`config.mk`:
```
export PLATFORM = sky130hd
export DESIGN_NAME = gregorian_date_adder
export DESIGN_NICKNAME = d
export VERILOG_FILES = /design/src/rtl/gda_pkg.sv /design/src/rtl/gda_month_split.sv /design/src/rtl/gregorian_date_adder.sv
export VERILOG_INCLUDE_DIRS = /design/src /design/src/rtl
export SDC_FILE = /design/constraint.sdc
export NUM_CORES = 2
export LEC_CHECK = 0
export BUFFER_PORTS_ARGS = -buffer_cell sky130_fd_sc_hd__clkbuf_2
export CORE_ASPECT_RATIO = 1.2
export CORE_MARGIN = 5
export CORE_UTILIZATION = 43
export CTS_BUF_LIST = sky130_fd_sc_hd__clkbuf_16
export DETAILED_ROUTE_END_ITERATION = 10
export MAX_ROUTING_LAYER = met4
export PLACE_DENSITY_LB_ADDON = 0.3
export SYNTH_ARGS = -nofsm -noshare
export SYNTH_HDL_FRONTEND = slang
export SYNTH_MEMORY_MAX_BITS = 65536
export SYNTH_SLANG_ARGS = --single-unit
```
`constraint.sdc`:
```
create_clock -name clk -period 110.5 [get_ports clk]
set_clock_uncertainty 0.1 [all_clocks]
set_input_delay 22.1 -clock clk [delete_from_list [all_inputs] [get_ports clk]]
set_output_delay 22.1 -clock clk [all_outputs]
set_load 0.1 [all_outputs]
```
`src/rtl/gregorian_date_adder_assert.svh`:
```
// -----------------------------------------------------------------------------
// Assertion macros for the Gregorian date adder
// Concurrent checks that compile away when ASSERT_OFF is defined.
// -----------------------------------------------------------------------------
`ifndef GREGORIAN_DATE_ADDER_ASSERT_SVH
`define GREGORIAN_DATE_ADDER_ASSERT_SVH
`ifndef ASSERT_OFF
`define GDA_ASSERT_IMP(lbl, clk_s, rst_s, a, c) \
  lbl: assert property (@(posedge clk_s) disable iff (rst_s) (a) |-> (c)) \
    else $error("gregorian_date_adder check failed");
`define GDA_ASSERT_AFTER(lbl, clk_s, a, c) \
  lbl: assert property (@(posedge clk_s) (a) |=> (c)) \
    else $error("gregorian_date_adder check failed");
`else
`define GDA_ASSERT_IMP(lbl, clk_s, rst_s, a, c)
`define GDA_ASSERT_AFTER(lbl, clk_s, a, c)
`endif
`endif

```
`src/rtl/gda_pkg.sv`:
```
// -----------------------------------------------------------------------------
// Gregorian date adder package
// Codes, division constants, calendar tables and the pipeline record.
// -----------------------------------------------------------------------------
package gda_pkg;

  localparam logic [1:0] KIND_DAYS   = 2'd0;
  localparam logic [1:0] KIND_MONTHS = 2'd1;
  localparam logic [1:0] KIND_YEARS  = 2'd2;

  typedef enum logic [1:0] {
    ST_OK      = 2'd0,
    ST_EARLY   = 2'd1,
    ST_LATE    = 2'd2,
    ST_INVALID = 2'd3
  } status_t;

  localparam int M_Y100   = 163;
  localparam int M_R100   = 655;
  localparam int M_U12    = 349525;
  localparam int M_N400   = 57;
  localparam int M_R1461  = 44;
  localparam int DAYS_400 = 146097;
  localparam int DAYS_100 = 36524;
  localparam int DAYS_4   = 1461;
  localparam int DAYS_1   = 365;
  localparam int MONTH_OFF = 131072;
  localparam int U12_BIAS  = 1572864;

  function automatic logic leap_of(logic [1:0] ylow, logic [6:0] r100, logic [1:0] qlow);
    return ((ylow == 2'd0) && (r100 != 7'd0)) || ((r100 == 7'd0) && (qlow == 2'd0));
  endfunction

  function automatic logic [8:0] cum_days(logic [3:0] mon, logic leap);
    logic [8:0] base;
    case (mon)
      4'd1:    base = 9'd0;
      4'd2:    base = 9'd31;
      4'd3:    base = 9'd59;
      4'd4:    base = 9'd90;
      4'd5:    base = 9'd120;
      4'd6:    base = 9'd151;
      4'd7:    base = 9'd181;
      4'd8:    base = 9'd212;
      4'd9:    base = 9'd243;
      4'd10:   base = 9'd273;
      4'd11:   base = 9'd304;
      4'd12:   base = 9'd334;
      default: base = 9'd0;
    endcase
    if (leap && (mon > 4'd2) && (mon <= 4'd12)) base = base + 9'd1;
    return base;
  endfunction

  function automatic logic [4:0] month_len(logic [3:0] mon, logic leap);
    logic [4:0] len;
    case (mon)
      4'd2:                      len = leap ? 5'd29 : 5'd28;
      4'd4, 4'd6, 4'd9, 4'd11:   len = 5'd30;
      4'd1, 4'd3, 4'd5, 4'd7,
      4'd8, 4'd10, 4'd12:        len = 5'd31;
      default:                   len = 5'd0;
    endcase
    return len;
  endfunction

  typedef struct packed {
    logic [1:0]         kind;
    logic [3:0]         m;
    logic [4:0]         d;
    logic [13:0]        y;
    logic signed [20:0] amt;
    logic [21:0]        u;
    logic [7:0]         q100s;
    logic [6:0]         r100s;
    logic [17:0]        q12;
    logic [3:0]         r12;
    logic [22:0]        yearpart;
    logic [8:0]         dpart;
    logic signed [21:0] ty;
    logic [3:0]         tm;
    logic signed [23:0] n;
    status_t            st;
    logic [5:0]         q400;
    logic [17:0]        r400;
    logic [1:0]         q100d;
    logic [15:0]        r1;
    logic [4:0]         q4;
    logic [10:0]        r2;
    logic [1:0]         q1;
    logic [8:0]         r3;
    logic [15:0]        ry;
    logic [9:0]         q100r;
    logic [6:0]         r100r;
  } pipe_t;

endpackage

```
`src/rtl/gda_month_split.sv`:
```
// -----------------------------------------------------------------------------
// Month split
// Turns a zero-based day of year into month and day of month.
// -----------------------------------------------------------------------------
module gda_month_split (
  input  logic [8:0] doy,
  input  logic       leap,
  output logic [3:0] month,
  output logic [4:0] day
);
  import gda_pkg::*;

  logic [8:0] base;

  always_comb begin
    month = 4'd1;
    for (int k = 2; k <= 12; k++) begin
      if (doy >= cum_days(4'(k), leap)) month = 4'(k);
    end
    base = doy - cum_days(month, leap);
    day  = 5'(base + 9'd1);
  end

endmodule

```
`src/rtl/gregorian_date_adder.sv`:
```
// -----------------------------------------------------------------------------
// Gregorian date adder
// Adds a signed number of days, months or years to a Gregorian date (kind 3 leaves it unchanged).
// -----------------------------------------------------------------------------
// Input transactions carry the start date and amount on s_tdata and the kind
// of addition on s_tuser. Output transactions carry the resulting date on
// m_tdata and the status on m_tuser, one result per input, in order.
// The datapath is a 14-stage pipeline; each stage holds about one constant
// multiply or one wide add and compare (divides by 100, 12, 146097 and 1461
// are reciprocal multiplies followed by one correction stage).
// The block takes one transaction per cycle while the output is not stalled.
// When the receiver stalls the whole pipeline holds, and s_tready drops
// until the output register is taken.
// Reset (rst, synchronous) clears all stage valid bits; the pipeline is empty
// and ready in the cycle after reset is released.
// -----------------------------------------------------------------------------
`include "gregorian_date_adder_assert.svh"

module gregorian_date_adder #(
  parameter int MAX_YEAR = 9999
) (
  input  logic        clk,
  input  logic        rst,
  input  logic        s_tvalid,
  output logic        s_tready,
  // start_month[3:0], start_day[8:4], start_year[22:9], amount[43:23], zero pad
  input  logic [47:0] s_tdata,
  // kind[1:0]
  input  logic [1:0]  s_tuser,
  output logic        m_tvalid,
  input  logic        m_tready,
  // result_month[3:0], result_day[8:4], result_year[22:9], zero pad
  output logic [23:0] m_tdata,
  // status[1:0]
  output logic [1:0]  m_tuser
);
  import gda_pkg::*;

  localparam int NS = 14;
  localparam int LAST_DAY = MAX_YEAR * 365 + MAX_YEAR / 4 - MAX_YEAR / 100
                            + MAX_YEAR / 400 - 1;

  pipe_t p [1:NS];
  pipe_t c [1:NS];
  logic  v [1:NS];
  logic  en;
  logic  leap13;
  logic [3:0] split_m;
  logic [4:0] split_d;

  assign en       = !v[NS] || m_tready;
  assign s_tready = en;
  assign m_tvalid = v[NS];
  assign m_tdata  = {1'b0, p[NS].ry[13:0], p[NS].d, p[NS].m};
  assign m_tuser  = p[NS].st;

  always_ff @(posedge clk) begin
    if (rst) begin
      for (int k = 1; k <= NS; k++) v[k] <= 1'b0;
    end else if (en) begin
      v[1] <= s_tvalid;
      for (int k = 2; k <= NS; k++) v[k] <= v[k-1];
    end
  end

  always_ff @(posedge clk) begin
    if (en) begin
      for (int k = 1; k <= NS; k++) p[k] <= c[k];
    end
  end

  always_comb begin
    logic [22:0] amt_x;
    amt_x = {{2{s_tdata[43]}}, s_tdata[43:23]};
    c[1]       = '0;
    c[1].kind  = s_tuser;
    c[1].m     = s_tdata[3:0];
    c[1].d     = s_tdata[8:4];
    c[1].y     = s_tdata[22:9];
    c[1].amt   = $signed(s_tdata[43:23]);
    c[1].u     = 22'(23'(s_tdata[22:9]) * 23'd12 + 23'(s_tdata[3:0]) - 23'd1 + amt_x
                     + 23'(U12_BIAS));
    c[1].ty    = $signed({8'd0, s_tdata[22:9]}) + $signed({s_tdata[43], s_tdata[43:23]});
    c[1].q100s = 8'((22'(s_tdata[22:9]) * 22'(M_Y100)) >> 14);
  end

  always_comb begin
    logic [13:0] t;
    c[2] = p[1];
    t = p[1].y - 14'(16'(p[1].q100s) * 16'd100);
    if (t >= 14'd100) begin
      c[2].q100s = p[1].q100s + 8'd1;
      t = t - 14'd100;
    end
    c[2].r100s = 7'(t);
    c[2].q12   = 18'((41'(p[1].u) * 41'(M_U12)) >> 22);
  end

  always_comb begin
    logic [21:0] t;
    logic [13:0] py;
    logic [7:0]  p100;
    logic        lp;
    c[3] = p[2];
    lp = leap_of(p[2].y[1:0], p[2].r100s, p[2].q100s[1:0]);
    py   = p[2].y - 14'd1;
    p100 = p[2].q100s - ((p[2].r100s == 7'd0) ? 8'd1 : 8'd0);
    c[3].yearpart = 23'(py) * 23'd365 + 23'(py >> 2) - 23'(p100) + 23'(p100 >> 2);
    c[3].dpart    = cum_days(p[2].m, lp) + 9'(p[2].d) - 9'd1;
    if ((p[2].m < 4'd1) || (p[2].m > 4'd12) || (p[2].y == 14'd0)
        || (17'(p[2].y) > 17'(MAX_YEAR)) || (p[2].d == 5'd0)
        || (p[2].d > month_len(p[2].m, lp))) begin
      c[3].st = ST_INVALID;
    end else begin
      c[3].st = ST_OK;
    end
    t = p[2].u - 22'(22'(p[2].q12) * 22'd12);
    if (t >= 22'd12) begin
      c[3].q12 = p[2].q12 + 18'd1;
      t = t - 22'd12;
    end
    c[3].r12 = 4'(t);
  end

  always_comb begin
    c[4] = p[3];
    c[4].n = $signed({1'b0, p[3].yearpart}) + $signed({15'd0, p[3].dpart})
             + $signed({{3{p[3].amt[20]}}, p[3].amt});
    case (p[3].kind)
      KIND_MONTHS: begin
        c[4].ty = $signed({4'd0, p[3].q12}) - 22'(MONTH_OFF);
        c[4].tm = p[3].r12 + 4'd1;
      end
      KIND_YEARS: begin
        c[4].tm = p[3].m;
      end
      default: begin
        c[4].ty = $signed({8'd0, p[3].y});
        c[4].tm = p[3].m;
      end
    endcase
  end

  always_comb begin
    c[5] = p[4];
    if (p[4].st == ST_OK) begin
      if (p[4].kind == KIND_DAYS) begin
        if (p[4].n[23]) c[5].st = ST_EARLY;
        else if (25'(p[4].n[22:0]) > 25'(LAST_DAY)) c[5].st = ST_LATE;
      end else begin
        if (p[4].ty[21] || (p[4].ty == 22'sd0)) c[5].st = ST_EARLY;
        else if (22'(p[4].ty) > 22'(MAX_YEAR)) c[5].st = ST_LATE;
      end
    end
    c[5].q400 = 6'((29'(p[4].n[22:0]) * 29'(M_N400)) >> 23);
  end

  always_comb begin
    logic [22:0] t;
    c[6] = p[5];
    t = p[5].n[22:0] - 23'(23'(p[5].q400) * 23'(DAYS_400));
    if (t >= 23'(DAYS_400)) begin
      c[6].q400 = p[5].q400 + 6'd1;
      t = t - 23'(DAYS_400);
    end
    c[6].r400 = 18'(t);
  end

  always_comb begin
    c[7] = p[6];
    if (p[6].r400 >= 18'(3 * DAYS_100)) begin
      c[7].q100d = 2'd3;
      c[7].r1    = 16'(p[6].r400 - 18'(3 * DAYS_100));
    end else if (p[6].r400 >= 18'(2 * DAYS_100)) begin
      c[7].q100d = 2'd2;
      c[7].r1    = 16'(p[6].r400 - 18'(2 * DAYS_100));
    end else if (p[6].r400 >= 18'(DAYS_100)) begin
      c[7].q100d = 2'd1;
      c[7].r1    = 16'(p[6].r400 - 18'(DAYS_100));
    end else begin
      c[7].q100d = 2'd0;
      c[7].r1    = 16'(p[6].r400);
    end
  end

  always_comb begin
    c[8] = p[7];
    c[8].q4 = 5'((22'(p[7].r1) * 22'(M_R1461)) >> 16);
  end

  always_comb begin
    logic [15:0] t;
    c[9] = p[8];
    t = p[8].r1 - 16'(16'(p[8].q4) * 16'(DAYS_4));
    if (t >= 16'(DAYS_4)) begin
      c[9].q4 = p[8].q4 + 5'd1;
      t = t - 16'(DAYS_4);
    end
    c[9].r2 = 11'(t);
  end

  always_comb begin
    c[10] = p[9];
    if (p[9].r2 >= 11'(3 * DAYS_1)) begin
      c[10].q1 = 2'd3;
      c[10].r3 = 9'(p[9].r2 - 11'(3 * DAYS_1));
    end else if (p[9].r2 >= 11'(2 * DAYS_1)) begin
      c[10].q1 = 2'd2;
      c[10].r3 = 9'(p[9].r2 - 11'(2 * DAYS_1));
    end else if (p[9].r2 >= 11'(DAYS_1)) begin
      c[10].q1 = 2'd1;
      c[10].r3 = 9'(p[9].r2 - 11'(DAYS_1));
    end else begin
      c[10].q1 = 2'd0;
      c[10].r3 = 9'(p[9].r2);
    end
  end

  always_comb begin
    c[11] = p[10];
    if (p[10].kind == KIND_DAYS) begin
      c[11].ry = 16'(p[10].q400) * 16'd400 + 16'(p[10].q100d) * 16'd100
                 + 16'(p[10].q4) * 16'd4 + 16'(p[10].q1) + 16'd1;
    end else begin
      c[11].ry = 16'(p[10].ty);
    end
  end

  always_comb begin
    c[12] = p[11];
    c[12].q100r = 10'((32'(p[11].ry) * 32'(M_R100)) >> 16);
  end

  always_comb begin
    logic [15:0] t;
    c[13] = p[12];
    t = p[12].ry - 16'(16'(p[12].q100r) * 16'd100);
    if (t >= 16'd100) begin
      c[13].q100r = p[12].q100r + 10'd1;
      t = t - 16'd100;
    end
    c[13].r100r = 7'(t);
  end

  assign leap13 = leap_of(p[13].ry[1:0], p[13].r100r, p[13].q100r[1:0]);

  gda_month_split u_split (
    .doy   (p[13].r3),
    .leap  (leap13),
    .month (split_m),
    .day   (split_d)
  );

  always_comb begin
    logic [4:0] len;
    c[14] = p[13];
    len = month_len(p[13].tm, leap13);
    case (p[13].st)
      ST_INVALID: begin
        c[14].m  = 4'd0;
        c[14].d  = 5'd0;
        c[14].ry = 16'd0;
      end
      ST_EARLY: begin
        c[14].m  = 4'd1;
        c[14].d  = 5'd1;
        c[14].ry = 16'd1;
      end
      ST_LATE: begin
        c[14].m  = 4'd12;
        c[14].d  = 5'd31;
        c[14].ry = 16'(MAX_YEAR);
      end
      default: begin
        if (p[13].kind == KIND_DAYS) begin
          c[14].m = split_m;
          c[14].d = split_d;
        end else begin
          c[14].m = p[13].tm;
          c[14].d = (p[13].d > len) ? len : p[13].d;
        end
      end
    endcase
  end

  `GDA_ASSERT_AFTER(a_reset_empty, clk, rst, !m_tvalid)
  `GDA_ASSERT_IMP(a_ok_range, clk, rst, m_tvalid && (m_tuser == ST_OK), (m_tdata[3:0] >= 4'd1) && (m_tdata[3:0] <= 4'd12) && (m_tdata[8:4] != 5'd0) && (m_tdata[22:9] != 14'd0))
  `GDA_ASSERT_IMP(a_late_date, clk, rst, m_tvalid && (m_tuser == ST_LATE), (m_tdata[3:0] == 4'd12) && (m_tdata[8:4] == 5'd31) && (m_tdata[22:9] == 14'(MAX_YEAR)))

endmodule

```
Word-level counts from Yosys, hierarchy flattened
Memories as Yosys holds them, arrays and structs flattened.
Index checks and enable logic that the tools add are counted.
W data, S select, Z words.
{ "word_totals": {"ff_bits": 0, "ramBits": 4088, "romBits": 288, "in_bits": 54, "out_inout_bits": 28, "elab_cells": 254, "mem_count": 4} }
{ "memory_table": {"columns": ["name", "words", "width", "read_ports", "rd_clocked_by_memory_dff", "write_ports", "line_no", "source"], "rows": [
  ["p", 14, 291, 14, 0, 14, "gregorian_date_adder.sv:43", "pipe_t p [1:NS];"],
  ["(no name shown)", 16, 9, 1, 0, 0, "gda_pkg.sv:36", "case (mon)"],
  ["(no name shown)", 16, 9, 1, 0, 0, "gda_pkg.sv:36", null],
  ["v", 14, 1, 14, 0, 14, "gregorian_date_adder.sv:45", "logic v [1:NS];"]
]} }
{ "classes": {"addsub": 45, "n_mul": 14, "n_lt_le_gt_ge": 33, "n_eq_ne": 29, "mux": 78, "bitwise": 14, "reduce_logical": 37} }
{ "op_table": {"columns": ["operator", "count"], "rows": [
  ["$mux W18", 4],
  ["$mux W4", 13],
  ["$pmux W16 S3", 1],
  ["$pmux W22 S2", 1],
  ["$eq A4 B4 Y1 const B", 10],
  ["$mul A22 B19 Y40 const B", 1],
  ["$ge A18 B17 Y1 const B", 2],
  ["$ge A9 B8 Y1", 4],
  ["$mux W11", 3],
  ["$eq A4 B3 Y1 const B", 8],
  ["$sub A16 B16 Y16", 2],
  ["$sub A16 B16 Y16 const B", 2],
  ["$pmux W5 S3", 2],
  ["$mul A23 B6 Y29 const B", 1],
  ["$mux W1", 28],
  ["$ge A9 B9 Y1", 3],
  ["$pmux W9 S3", 1],
  ["$mul A16 B10 Y26 const B", 1],
  ["$add A23 B9 Y24", 1],
  ["$add A24 B21 Y24", 1],
  ["$add A23 B12 Y23", 1],
  ["$add A23 B6 Y23", 1],
  ["$ge A23 B18 Y1 const B", 1],
  ["$gt A23 B22 Y1 const B", 1],
  ["89 further kinds", 157]
]} }

Longest topological paths before layout
An unclocked memory read counts as a cell.
{ "depth": {"depth_word": 24, "ltp_mapped": 31, "mapped_depth_nobuf": 30} }

Modules after synthesis
A second synthesis with hierarchy kept.
{ "unflattened": {"hier_cells": 5535, "hier_area_um2": 65357.7} }
{ "by_module_without_submodules": {"columns": ["module", "n_inst", "cells_per_inst", "area_each_um2", "seq_area_each_um2"], "rows": [
  ["gregorian_date_adder", 1, 5403, 64324.2, 26905.8],
  ["gda_month_split", 1, 132, 1033.5, 0.0]
]} }

Least setup slack after synthesis
OpenSTA, ideal clock, no wires.
{ "synth_timing": {"kind": "input port to output port", "start": "in m_tready", "end": "out s_tready", "arrival_ps": 43791, "required_ps": 88300, "slack_ps": 44509, "stages": 1, "n_path_buf": 0, "cell_sequence": "nand2b_1"} }
{ "synth_between": {"elab_chain_cells": 1} }
{ "synth_rtl": {"columns": ["item", "line_no", "source"], "rows": [
  ["start, declared", "gregorian_date_adder.sv:31", "input logic m_tready,"],
  ["$logic_or A1 B1 Y1", "gregorian_date_adder.sv:51", "assign en = !v[NS] || m_tready;"],
  ["end, declared", "gregorian_date_adder.sv:25", "output logic s_tready,"]
]} }
Every way passes these cells.

Worst setup path after layout
Same ends and word-level chain as after synthesis.

==> metrics.yaml <==
outcome:
  status: "finished clean"
placement:
  postPlaceCellArea_um2: 67400
  portBuffers: 76
  gp_congestion: 0.901
  place_hpwl_um: 100000
cts:
  clkSinkCount: 896
  post_cts_buffers: 0
  cts_max_path_buffers: 3
  clock_latency_ns: 0.71
  cts.htree.levels: 3
  cts_resized: 0
  cts-buffers-inserted: 96
  cts_tree: "done"
  cts-root-buf: "clkbuf_16"
  clk_pin_slew_worst_paths_ns: 0.06
  ctsHoldBuffers: 0
yosys:
  yosysSeqAreaShare_pct: 41.5
  synth_ff_type: "edfxtp_1"
  ys_warn_count: 0
  async_reset_ff_share_pct: 0
  synth_edf_count: 896
  ys_ff_latch: 896
  syn-cell-area_um2: 64800
  avgSynthCellArea_um2: 11.9
  syn_nets: 6897
  netlist-cell-type-count: 91
  syn_inst: 5460
final_layout:
  multiInputGateArea_um2: 33900
  nNetsFinal: 7008
  fillCellCount: 13555
  drive_above_1_share_pct: 5.08
  regArea_um2: 26900
  design_area_um2: 70700
  area_growth_pct: 8.99
drt:
  vias: 38790
  wl_per_cell_um: 16.4
  routed_wl_um: 125000
  initialDrtViolationCount: 1891
  viasPerCell: 5.08
  drc: 0
  antenna_left: 0
  drt_first_pass_iters: 6
worst_setup_path:
  cpPeakStageDelay_ns: 0.61
  worstPathCellList: "clkbuf_2 -> nand2b_4 -> clkbuf_2"
  worst_ep_required_time_ns: 88.30
  crit_type: "input port to primary output"
  worstPathMaxFanout: 54
  slowest_stage: "nand2b_4"
  critPathLaunchType: "input port"
  end_kind: "primary output"
  cpMostUsedCell: "clkbuf_2"
  worstPathArrival_ns: 23.41
grt:
  grt_pass1_wl_um: 206000
  gr-usage-all-layers_pct: 16.5
  grt_max_degree: 88
  grt_pass1_vias: 40654
  antenna_found_initial: 2
  grt-ovfl-total: 0
run:
  cap_violations: 0
sta:
  rsz0062_at_grt: "no"
  hold_viol: 0
  finalCritPeriodShare_pct: 41.3
  fin_setup_tns_ns: 0
  tightest_slew_ns: 1.07
  finalMaxSlewViolations: 0
  min_period_ns: 45.61
  relSlewSlack_pct: 28.8
  finalSetupViolCount: 0
  fmax_mhz: 21.9
die:
  die_h_um: 435
  initial_core_util_pct: 43.1
  core_area_um2: 150000
  core.rowCount: 156
  die_w_um: 364
  ios: 82
  die_area_um2: 159000
worst_hold_path:
  hold_path_class: "register to register"
==> through the flow <==
stage / util, % / setup slack, ns / instances / hold slack, ns
after global placement: 44.9 / 64.86 / 7448 / 0.301
final: 47.0 / 64.89 / 7631 / 0.284
after global routing: 47.0 / 64.80 / 7631 / 0.285
after detailed placement: 44.9 / 64.84 / 7448 / 0.305
after floorplan: - / 44.51 / 5460 / 0.300
after CTS: 47.0 / 64.84 / 7630 / 0.267
==> synth_stat cells (all sizes together), types with 33 or more instances <==
cell    count  share of area, %
inv       960               5.6
nor2b      39              0.38
and2       51              0.50
a21o       73              0.85
o21bai     48              0.56
xor2      109               1.5
fa        419                13
clkbuf     48              0.28
and3       34              0.34
a31oi      37              0.36
a21oi     237               1.8
edfxtp    896                42
ha        964                19
nor2      204               1.2
o21ai     215               1.7
nor3       84              0.65
buf        33              0.36
nand2b     35              0.34
nand3      76              0.59
nand2     204               1.2
xnor2     254               3.4
o21a       46              0.53
==> metal layers <==
| metal | part of all wire [%] | up-vias | global-route usage (%) |
|---|---|---|---|
| met4 | 2.6 | 0 | 4.23 |
| met1 | 41 | 18936 | 18.9 |
| met3 | 2.6 | 172 | 1.73 |
| met5 | 0 | - | - |
| li1 | - | 19203 | - |
| met2 | 54 | 479 | 30.8 |
==> state kept, by name, summed over array words and instances, names as in the netlist <==
name / count
v: 14
p: 882
==> cell families (layout without fill, tap and decap cells) <==
kind of cell               after synthesis  count (layout)  synth area share (%)
AOI/OAI and AO/OA                      879             879                  8.64
xor gates and xnor gates               364             364                  4.95
adders and majority gates             1383            1383                  31.5
buffers and inverters                 1041            1236                  6.20
DFF                                    896             896                  41.5
muxes                                   31              31                 0.519
other                                    1               2               0.00578
and+or+nand+nor                        865             865                  6.64
==> placed cells by master, fill, tap and decap left out, types with 33 or more instances in the layout <==
cell | synthesis | layout
o21bai_1 | 48 | 48
fa_1 | 419 | 419
a21oi_1 | 236 | 236
inv_1 | 959 | 975
clkbuf_16 | 0 | 96
o21a_1 | 46 | 46
nand2_1 | 204 | 204
nor3_1 | 84 | 84
a21o_1 | 73 | 73
nand2b_1 | 35 | 34
a31oi_1 | 37 | 37
nor2_1 | 204 | 204
clkbuf_2 | 0 | 76
xor2_1 | 109 | 109
and3_1 | 33 | 33
and2_1 | 50 | 50
nor2b_1 | 39 | 39
edfxtp_1 | 896 | 896
o21ai_0 | 209 | 209
xnor2_1 | 253 | 253
ha_1 | 964 | 964
nand3_1 | 76 | 76
==> cell type report <==
type	instances	area share, %
repair buffers	94	0.730
clock inverters	86	1.17
inverters	960	5.10
well taps	1975	3.50
multi-input cells	3523	48.0
clock buffers	96	3.40
flip-flops and latches	896	38.1
diodes	1	0.00354
==> critical path: cells and delay by family <==
kind	cells	cell delay [ns]
simple gates	1	0.61
buf+inv	2	0.66
==> worst paths after layout <==
path                         from              endpoint  slack (ns)  cells after the start
max                      m_tready              s_tready       64.89                      3
min          p[0][1600]$_DFFE_PP_  p[0][1891]$_DFFE_PP_        0.28                      0
max reg2reg   p[0][848]$_DFFE_PP_  p[0][1057]$_DFFE_PP_      102.43                     26
min reg2reg  p[0][1600]$_DFFE_PP_  p[0][1891]$_DFFE_PP_        0.28                      0
Power is not shown: default switching activity piles up to over one toggle a cycle in this logic, so the estimate is an artifact.
